<file path="src/hw/rtl/assert_macros.svh">
// ----------------------------------------------------------------------------
// assert_macros
// Assertion macros for the spike correlogram RTL.
// ----------------------------------------------------------------------------
// Define NO_ASSERTIONS to compile them out.
`ifndef ASSERT_MACROS_SVH
`define ASSERT_MACROS_SVH
`ifndef NO_ASSERTIONS
`define SCC_ASSERT(lbl, clk, rst_n, prop) \
    lbl: assert property (@(posedge clk) disable iff (!rst_n) prop) \
        else $error("scc assertion failed");
`define SCC_ASSERT_NEXT(lbl, clk, rst_n, ante, cons) \
    lbl: assert property (@(posedge clk) disable iff (!rst_n) (ante) |=> (cons)) \
        else $error("scc assertion failed");
`else
`define SCC_ASSERT(lbl, clk, rst_n, prop)
`define SCC_ASSERT_NEXT(lbl, clk, rst_n, ante, cons)
`endif
`endif

</file>
<file path="src/hw/rtl/scc_pkg.sv">
// ----------------------------------------------------------------------------
// scc_pkg
// Shared types, constants and helpers of the spike cross correlogram.
// ----------------------------------------------------------------------------
package scc_pkg;

    localparam int BIN_DEPTH_DEF    = 64;
    localparam int RING_A_DEPTH_DEF = 128;
    localparam int RING_B_DEPTH_DEF = 256;

    localparam int TIME_W = 32;
    localparam int CNT_W  = 32;
    localparam int WIN_W  = 24;   // bin_count * bin_width < 2^23
    localparam int T2_W   = 34;   // doubled ticks plus window
    localparam int Q_W    = 7;    // bin index from the divider
    localparam int BW_W   = 16;
    localparam int BC_W   = 7;
    localparam int SEL_W  = 6;
    localparam int IDX_W  = 11;   // holds any bin index up to 1024

    localparam logic signed [15:0] B_SPIKE_LEVEL = 16'sd128;
    localparam logic [CNT_W-1:0]   CNT_MAX       = '1;

    typedef enum logic [1:0] {
        OP_STEP    = 2'd0,
        OP_READ    = 2'd1,
        OP_RESTART = 2'd2,
        OP_NONE    = 2'd3
    } t_opcode;

    typedef enum logic [1:0] {
        CFG_THRESHOLD = 2'd0,
        CFG_BIN_COUNT = 2'd1,
        CFG_BIN_WIDTH = 2'd2,
        CFG_CLEAR     = 2'd3
    } t_cfg_index;

    typedef struct packed {
        logic [1:0]         opcode;
        logic [TIME_W-1:0]  time_tick;
        logic signed [15:0] sample_a;
        logic signed [15:0] sample_b;
        logic [SEL_W-1:0]   bin_select;
    } t_in_item;

    typedef struct packed {
        logic [CNT_W-1:0] bin_value;
        logic [CNT_W-1:0] spikes_a;
        logic [CNT_W-1:0] spikes_b;
    } t_out_item;

    typedef struct packed {
        t_opcode           op;
        logic              spike_a;
        logic              spike_b;
        logic [TIME_W-1:0] time_tick;
        logic [SEL_W-1:0]  bin_select;
    } t_cmd;

    typedef struct packed {
        logic valid;
        t_cmd cmd;
    } t_cmd_port;

    typedef struct packed {
        logic pop;
        logic clearing;
    } t_back_status;

    function automatic logic [CNT_W-1:0] sat_inc(input logic [CNT_W-1:0] v);
        return (v == CNT_MAX) ? v : v + 1'b1;
    endfunction

endpackage

</file>
<file path="src/hw/rtl/scc_front.sv">
// ----------------------------------------------------------------------------
// scc_front
// Accept items, detect spikes, and queue commands for the back end.
// ----------------------------------------------------------------------------
module scc_front (
    input  logic                 i_clk,
    input  logic                 i_rst_n,
    input  logic                 i_valid,
    output logic                 o_ready,
    input  scc_pkg::t_in_item    i_item,
    input  logic signed [15:0]   i_threshold,
    output scc_pkg::t_cmd_port   o_cmd,
    input  scc_pkg::t_back_status i_status
);
    import scc_pkg::*;

    t_cmd       r_q [2];
    logic       r_wr_ptr, n_wr_ptr;
    logic       r_rd_ptr, n_rd_ptr;
    logic [1:0] r_cnt, n_cnt;
    t_cmd       w_new;
    logic       w_push;

    always_comb begin
        w_new.op         = t_opcode'(i_item.opcode);
        w_new.spike_a    = $signed(i_item.sample_a) > i_threshold;
        w_new.spike_b    = $signed(i_item.sample_b) > B_SPIKE_LEVEL;
        w_new.time_tick  = i_item.time_tick;
        w_new.bin_select = i_item.bin_select;
    end

    assign o_ready = (r_cnt != 2'd2) && !i_status.clearing;
    assign w_push  = i_valid && o_ready;

    always_comb begin
        n_wr_ptr = w_push ? ~r_wr_ptr : r_wr_ptr;
        n_rd_ptr = i_status.pop ? ~r_rd_ptr : r_rd_ptr;
        n_cnt    = r_cnt + 2'(w_push) - 2'(i_status.pop);
    end

    always_ff @(posedge i_clk) begin
        if (!i_rst_n) begin
            r_wr_ptr <= 1'b0;
            r_rd_ptr <= 1'b0;
            r_cnt    <= 2'd0;
        end else begin
            r_wr_ptr <= n_wr_ptr;
            r_rd_ptr <= n_rd_ptr;
            r_cnt    <= n_cnt;
        end
    end

    always_ff @(posedge i_clk) begin
        if (w_push) begin
            r_q[r_wr_ptr] <= w_new;
        end
    end

    assign o_cmd.valid = (r_cnt != 2'd0);
    assign o_cmd.cmd   = r_q[r_rd_ptr];
endmodule

</file>
<file path="config.mk">
export PLATFORM = sky130hd
export DESIGN_NAME = scc_front
export DESIGN_NICKNAME = d
export VERILOG_FILES = /design/src/hw/rtl/assert_macros.svh /design/src/hw/rtl/scc_pkg.sv /design/src/hw/rtl/scc_front.sv
export SDC_FILE = /design/constraint.sdc
export NUM_CORES = 1
export LEC_CHECK = 0
export BUFFER_PORTS_ARGS = -buffer_cell sky130_fd_sc_hd__buf_2
export CORE_AREA = 4 4 113 94
export DETAILED_ROUTE_END_ITERATION = 8
export DIE_AREA = 0 0 117 98
export GPL_TIMING_DRIVEN = 0
export PLACE_DENSITY = 0.64
export SLEW_MARGIN = 40
export SYNTH_ARGS = -nofsm -noshare
export SYNTH_HDL_FRONTEND = slang
export SYNTH_SLANG_ARGS = --single-unit
</file>
<file path="constraint.sdc">
create_clock -name i_clk -period 5.5 [get_ports i_clk]
set_clock_uncertainty 0.05 [all_clocks]
set_input_delay 0.825 -clock i_clk [delete_from_list [all_inputs] [get_ports i_clk]]
set_output_delay 0.825 -clock i_clk [all_outputs]
set_load 0.05 [all_outputs]
</file>
Word-level counts from Yosys, hierarchy flattened
Memory sizes are Yosys's and may differ from the RTL's. A register that Yosys moved wholly into a read port is not among the register bits.
Index checks and enable logic that the tools add are counted.
{"block": "word_totals", "latch_bits": 0, "elab_cells": 19, "memories": 1, "ram_bits": 84, "output_inout_bits": 44, "regBits": 4, "rom_bits": 0}
{"block": "classes", "n_mul": 0, "n_lt_le_gt_ge": 2, "shifts": 0, "muxes": 4, "reduce_logical": 4, "add_sub_neg": 2, "n_eq_ne": 1, "n_div": 0, "n_bitwise": 2}
{"name": "r_q", "words": 2, "width": 42, "rd": 1, "rd_ports_with_merged_regs": 1, "wr": 1, "line": "scc_front.sv:17", "rtl": "t_cmd r_q [2];"}
{"operator": "$gt 16x16->1", "count": 1}
{"operator": "$gt 16x9->1 const B", "count": 1}
{"operator": "$mux 1", "count": 4}
{"operator": "$add 2x1->2", "count": 1}
{"operator": "$logic_and 1x1->1", "count": 2}
{"operator": "$ne 2x2->1 const B", "count": 1}
{"operator": "$not 1->1", "count": 2}
{"operator": "$reduce_bool 2->1", "count": 1}
{"operator": "$sub 2x1->2", "count": 1}
{"operator": "$logic_not 1->1", "count": 1}

Logic depth before layout (Yosys ltp)
Gate-level depths: netlist (run 1).
{"block": "depth", "word_depth": 5, "depth_mapped": 8}

Least setup slack after synthesis (run 1)
OpenSTA, ideal clock, no wires.
{"block": "synth_path", "path_kind": "input to register", "start": "in i_status[0] (netlist name)", "end": "mem r_q[0][0] (netlist name), enable pin", "arrival_ns": 2.920, "slack_ns": 2.088, "required_ns": 5.007, "setup_ns": 0.443, "stages": 2, "cell_sequence": "a211o_1 > nor2_1"}
{"block": "synth_between", "elab_chain_cells": 5}
{"element": "start, declared", "line": "scc_front.sv:13", "rtl": "input scc_pkg::t_back_status i_status"}
{"element": "$logic_not 1->1", "line": "scc_front.sv:32", "rtl": "assign o_ready = (r_cnt != 2'd2) && !i_status.clearing;"}
{"element": "$logic_and 1x1->1", "line": "scc_front.sv:32"}
{"element": "$logic_and 1x1->1", "line": "scc_front.sv:33", "rtl": "assign w_push = i_valid && o_ready;"}
{"element": "$mux 1", "line": "scc_front.sv:54", "rtl": "if (w_push) begin"}
{"element": "$mux 1 (not written as such)", "line": "scc_front.sv:55", "rtl": "r_q[r_wr_ptr] <= w_new;"}
{"element": "end, declared", "line": "scc_front.sv:17"}
No other way between the ends.

==> flow_metrics.tcl, run 1 <==
set metrics [dict create \
    status "completed" \
    slowest_delay_ns 0.38 \
    fin_tns_setup_ns 0 \
    ys.flop_type "edfxtp_1" \
    grt_pass1_vias 2446 \
    worstPathArrival_ns 1.83 \
    die_h_um 98 \
    cts.htree.levels 3 \
    routedWlPerCell_um 14.80 \
    drv_slew 0 \
    worst_pin_slew_ns 0.4719 \
    initial_core_util 0.3925 \
    dp.cells 476 \
    finish.instance_area_mm2 0.004931 \
    cts_resized 0 \
    cts_sinks 89 \
    slew_headroom 0.6847 \
    grt_max_degree 29 \
    io_buffers 136 \
    yosys_warnings 0 \
    synth.most_common_cell "edfxtp_1" \
    crit_buf_inv 3 \
    whs_ns 0.5345 \
    ios 137 \
    gp_congestion 0.6768 \
    detail_route.wirelength_um 7267 \
    yosysTopAreaCell "edfxtp_1" \
    placementRows 32 \
    syn_area_per_cell_um2 17.01 \
    drv_cap 0 \
    clockBufferDepth 2 \
    path_cells "clkbuf_1, buf_2, mux2_2, buf_2" \
    drive_gt1_frac 0.5511 \
    placedInstanceArea_mm2 0.004613 \
    routed_via_density 4.631 \
    hold_buffers 0 \
    fmax_mhz 369.9 \
    synth.area.top_cells "edfxtp_1, mux2_2, ha_1" \
    slowest_stage "mux2_2" \
    p_leak_nw 2.034 \
    rsz0062_at_grt "no" \
    grtUsageTotal 0.1310 \
    cts_buffers 9 \
    crit_family "buffers and inverters" \
    die_area_mm2 0.01147 \
    synth_common_cells "edfxtp_1, mux2_2, inv_1" \
    grt-ovfl-total 0 \
    final_nets 479 \
    ys_seq_elements 89 \
    synth-edff-count 84 \
    post_cts_buffers 0 \
    clockRootBuffer "clkbuf_16" \
    fin_cells 491 \
    ys_types 30 \
    ir_drop_uv 204.2 \
    grt_pass1_wl_um 11390 \
    cts_tree "done" \
    power_density_mw_per_mm2 359.9 \
    crit_type "flip-flop to output port" \
    areaGrowthSynthToFinish_pct 32.96 \
    clock_latency_ns 0.33 \
    antenna_found_initial 0 \
    antennaDiodeCount 0 \
    cp_max_fo 10 \
    synth_top_area_frac 0.6802 \
    hp-class "flip-flop to flip-flop" \
    hold_viol 0 \
    async_flop_share 0 \
    fin_crit_sh 0.4916 \
    required_ns 4.62 \
    die_x_um 117 \
    coreArea_mm2 0.009449 \
    dr.pass1.iters 4 \
    min_period_ns 2.704 \
    clk_pin_slew_ns 0.06 \
    hpwl_um 5447 \
    setup_violations 0 \
    end_kind "output port" \
    ant_nets 0 \
    crit_path_start_kind "flip-flop" \
    cpMostUsedCell "buf_2" \
    drtIter0Drc 69 \
    drc 0 \
    num_vias 2274 \
    ys_seq_area_frac 0.7072 \
    syn_nets 329 \
    syn_area_mm2 0.003709 \
    syn-instance-count 218 \
]
==> per-layer routing <==
layer	part of all wire	GRT usage
met4	0.015	0.04762
met2	0.48	0.2103
met3	0.089	0.05762
met1	0.42	0.1553
met5	0	0
==> cell usage in the layout (no fill, tap or decap), types with 3 or more instances in the layout <==
master / n
buf_2: 140
edfxtp_1: 84
mux2_2: 42
inv_1: 20
ha_1: 18
clkbuf_16: 9
a21oi_1: 7
and2_1: 5
dfxtp_1: 5
nand2_1: 3
nand4_1: 3
==> area by class of cell <==
class,count,area (um^2)
timing repair buffer,139,743.2
tap,119,148.9
clock buffer,9,225.2
fill,818,4518
multi-input combinational,104,999.7
clock inverter,6,92.59
inverter,20,75.07
sequential,89,2623
buffer,5,23.77
==> cells by family (layout without fill, tap and decap cells) <==
logic type / Yosys count / in the layout / synth area share
DFF: 89 / 89 / 0.7072
adders and majority gates: 18 / 18 / 0.06073
AOI/OAI and AO/OA: 19 / 19 / 0.03576
muxes: 42 / 42 / 0.1275
and+or+nand+nor: 22 / 22 / 0.03509
xor gates and xnor gates: 3 / 3 / 0.007086
buffers and inverters: 25 / 179 / 0.02665
==> state kept, by name, indices dropped and copies added (netlist names), named ones only <==
signal,flops
r_q,84
r_cnt,2
r_rd_ptr,1
r_wr_ptr,1
==> path summary, 6_finish.rpt <==
kind              startpoint   endpoint  slack, ns  cells after the start
setup / recovery   flip-flop  o_cmd[32]       2.80                      4
hold / removal      r_rd_ptr   r_rd_ptr       0.53                      2
setup reg to reg    r_cnt[0]   r_cnt[1]       3.66                      8
hold reg to reg     r_rd_ptr   r_rd_ptr       0.53                      2
==> per-stage QoR <==
stage	util	setup WS, ns	total power, mW
finish	0.5218	2.796	1.775
global route	0.5218	2.626	1.856
CTS	0.5218	2.749	1.806
detailed placement	0.4882	3.075	1.153
global placement	0.4803	0.9135	1.138
floorplan	-	2.088	1.049
==> where the power goes <==
| group | internal (mW) | switching [mW] | total, mW | leakage (nW) |
|---|---|---|---|---|
| Clock | 0.397 | 0.244 | 0.641 | 0.148 |
| Sequential | 0.785 | 0.0112 | 0.796 | 0.810 |
| Combinational | 0.115 | 0.223 | 0.338 | 1.08 |
| Total | 1.30 | 0.478 | 1.77 | 2.03 |
==> worst register-to-register path, delay by kind of cell (launching register included) <==
kind                       cells  cell delay (ns)
adders and majority gates      2             0.48
AOI/OAI and AO/OA              1             0.36
DFF                            1             0.35
xor gates and xnor gates       2             0.25
and+or+nand+nor                1             0.14
buffers and inverters          2             0.09
Power figures use the tool's default switching activity.
==> run 2: changes to the inputs <==
--- a/config.mk
+++ b/config.mk
@@ -5,12 +5,13 @@
 export SDC_FILE = /design/constraint.sdc
 export NUM_CORES = 1
 export LEC_CHECK = 0
+export ABC_AREA = 1
 export BUFFER_PORTS_ARGS = -buffer_cell sky130_fd_sc_hd__buf_2
-export CORE_AREA = 4 4 113 94
+export CORE_AREA = 4 4 114 94
 export DETAILED_ROUTE_END_ITERATION = 8
-export DIE_AREA = 0 0 117 98
+export DIE_AREA = 0 0 118 98
 export GPL_TIMING_DRIVEN = 0
-export PLACE_DENSITY = 0.64
+export PLACE_DENSITY = 0.66
 export SLEW_MARGIN = 40
 export SYNTH_ARGS = -nofsm -noshare
 export SYNTH_HDL_FRONTEND = slang
==> constraint.sdc (replaced) <==
create_clock -name i_clk -period 2.33 [get_ports i_clk]
set_clock_uncertainty 0.05 [all_clocks]
set_input_delay 0.3495 -clock i_clk [delete_from_list [all_inputs] [get_ports i_clk]]
set_output_delay 0.3495 -clock i_clk [all_outputs]
set_load 0.05 [all_outputs]
==> flow_metrics.tcl, run 2 <==
set metrics [dict create \
    p_leak_nw 2.099 \
    slowest_delay_ns 0.35 \
    yosysTopAreaCell "edfxtp_1" \
    ys_seq_elements 89 \
    ys_seq_area_frac 0.6970 \
    clkPwrFrac 0.336 \
    hold_buffers 0 \
    drv_slew 0 \
    rsz0062_at_grt "no" \
    grt_pass1_wl_um 11620 \
    largest_register "r_q" \
    io_buffers 136 \
    yosys_warnings 0 \
    ios 137 \
    cts_resized 0 \
    post_cts_buffers 0 \
    coreArea_mm2 0.009529 \
    routed_via_density 4.640 \
    worst_slack_ns 0.4264 \
    clock_latency_ns 0.33 \
    reg2reg_slack_ns 0.53 \
    die_h_um 98 \
    cts_buffers 9 \
    whs_path_depth 1 \
    cp_max_fo 10 \
    slowest_stage "mux2_2" \
    fin_cells 516 \
    clockRootBuffer "clkbuf_16" \
    endpoint "o_cmd[34]" \
    cpMostUsedCell "buf_6" \
    reg2reg_depth 9 \
    die_area_mm2 0.01156 \
    power_density_mw_per_mm2 767.4 \
    crit_path_start_kind "flip-flop" \
    timing.rr.end "r_cnt[1]" \
    p_sw_frac 0.2671 \
    setup_violations 0 \
    power_switching_mw 1.017 \
    syn_area_per_cell_um2 15.55 \
    power_frac_comb 0.177 \
    pwr-share-seq 0.487 \
    crit_buf_inv 3 \
    required_ns 1.93 \
    layout_commonest_cell "buf_2" \
    final_nets 504 \
    fin_tns_setup_ns 0 \
    drtIter0Drc 102 \
    routedWlPerCell_um 13.96 \
    die_x_um 118 \
    worst-path-stages 4 \
    gp_congestion 0.6815 \
    async_flop_share 0 \
    fmax_mhz 525.3 \
    status "completed" \
    fillers 821 \
    pre_cts_slack_ns 0.5096 \
    areaGrowthSynthToFinish_pct 31.89 \
    intPower_mw 2.791 \
    dp.cells 501 \
    clockBufferDepth 2 \
    hold_viol 0 \
    drc 0 \
    path_cells "buf_6, buf_6, mux2_2, buf_2" \
    grt_max_degree 19 \
    largest_reg_flops 84 \
    placedInstanceArea_mm2 0.004692 \
    whs_ns 0.1574 \
    detail_route.wirelength_um 7205 \
    ys.flop_type "edfxtp_1" \
    drive_gt1_frac 0.5139 \
    synth.most_common_cell "edfxtp_1" \
    clk_pin_slew_ns 0.06 \
    synth.area.top_cells "edfxtp_1, mux2_2, ha_1" \
    cts.htree.levels 3 \
    ys_types 22 \
    grt-ovfl-total 0 \
    cts_sinks 89 \
    hpwl_um 5518 \
    crit_type "flip-flop to output port" \
    crit_family "buffers and inverters" \
    synth-edff-count 84 \
    cts_tree "done" \
    syn_nets 353 \
    worstPathArrival_ns 1.50 \
    final_cell_mix "buf_2, edfxtp_1, mux2_2, inv_1, nand2_1" \
    synth_common_cells "edfxtp_1, mux2_2, inv_1" \
    min_period_ns 1.904 \
    syn_area_mm2 0.003762 \
    drv_cap 0 \
    worst_pin_slew_ns 0.3517 \
    grtUsageTotal 0.1274 \
    finish.instance_area_mm2 0.004962 \
    hp-class "input pin to flip-flop" \
    num_vias 2394 \
    placementRows 32 \
    antenna_found_initial 0 \
    slew_headroom 0.7650 \
    dr.pass1.iters 4 \
    synth_top_area_frac 0.6704 \
    reg2reg_from "r_cnt[0]" \
    grt_pass1_vias 2476 \
    antennaDiodeCount 0 \
    ant_nets 0 \
    final_core_util 0.5207 \
    reg_top3 "r_q x84, r_cnt x2" \
    fin_crit_sh 0.8170 \
    ir_drop_uv 311.3 \
    syn-instance-count 242 \
    initial_core_util 0.3948 \
    end_kind "output port" \
    total_power_mw 3.808 \
]
[run 2: final cells by class]
class                           count  area (um^2)  area share
Buffer                              5        56.30     0.01135
Clock buffer                       10        229.0     0.04614
Clock inverter                      5        41.29    0.008321
Inverter                           26        97.59     0.01967
Multi-Input combinational cell    122         1001      0.2017
Sequential cell                    89         2623      0.5285
Tap cell                          119        148.9     0.03001
Timing Repair Buffer              140        765.7      0.1543
[run 2: kinds of logic after synthesis]
group | after synthesis | synth area share
DFF | 89 | 0.6970
and+or+nand+nor | 47 | 0.05388
muxes | 42 | 0.1257
buffers and inverters | 31 | 0.04090
adders and majority gates | 18 | 0.05986
AOI/OAI and AO/OA | 14 | 0.02029
xor gates and xnor gates | 1 | 0.002328
[run 2: worst reg2reg max path, cell delays in order (launching register included)]
cell     delay [ns]
dfxtp_1        0.36
inv_1          0.06
a21oi_2        0.12
nand2_1        0.19
ha_1           0.34
inv_1          0.04
ha_1           0.18
xor2_1         0.15
o21ai_0        0.15
a21oi_1        0.06
[run 2: worst min-delay path by stage]
stage | end | start | slack (ns)
after floorplan | r_cnt[0] | i_rst_n | 0.39
after global placement | r_rd_ptr | r_rd_ptr | 0.43
after detailed placement | r_rd_ptr | r_rd_ptr | 0.45
after CTS | r_q[0][29] | i_item[61] | 0.14
after global routing | r_q[0][13] | i_item[45] | 0.15
final | r_q[1][14] | i_item[46] | 0.16
[run 2: layer usage]
layer | share of wire | GRT usage | routed length (um) | vias to the layer above
li1 | - | - | - | 1180
met1 | 0.41 | 0.1460 | 2967 | 1124
met2 | 0.51 | 0.2253 | 3686 | 81
met3 | 0.065 | 0.04053 | 466 | 9
met4 | 0.012 | 0.04595 | 84 | 0
met5 | 0 | 0 | 0 | -
[run 2: power groups by stage]
stage / clock (mW) / sequential [mW] / combinational (mW)
2_1_floorplan: 0 / 1.88 / 0.467
3_3_place_gp: 0 / 1.89 / 0.647
3_5_place_dp: 0 / 1.89 / 0.684
4_1_cts: 1.33 / 1.86 / 0.687
5_1_grt: 1.40 / 1.86 / 0.731
6_report: 1.28 / 1.85 / 0.675
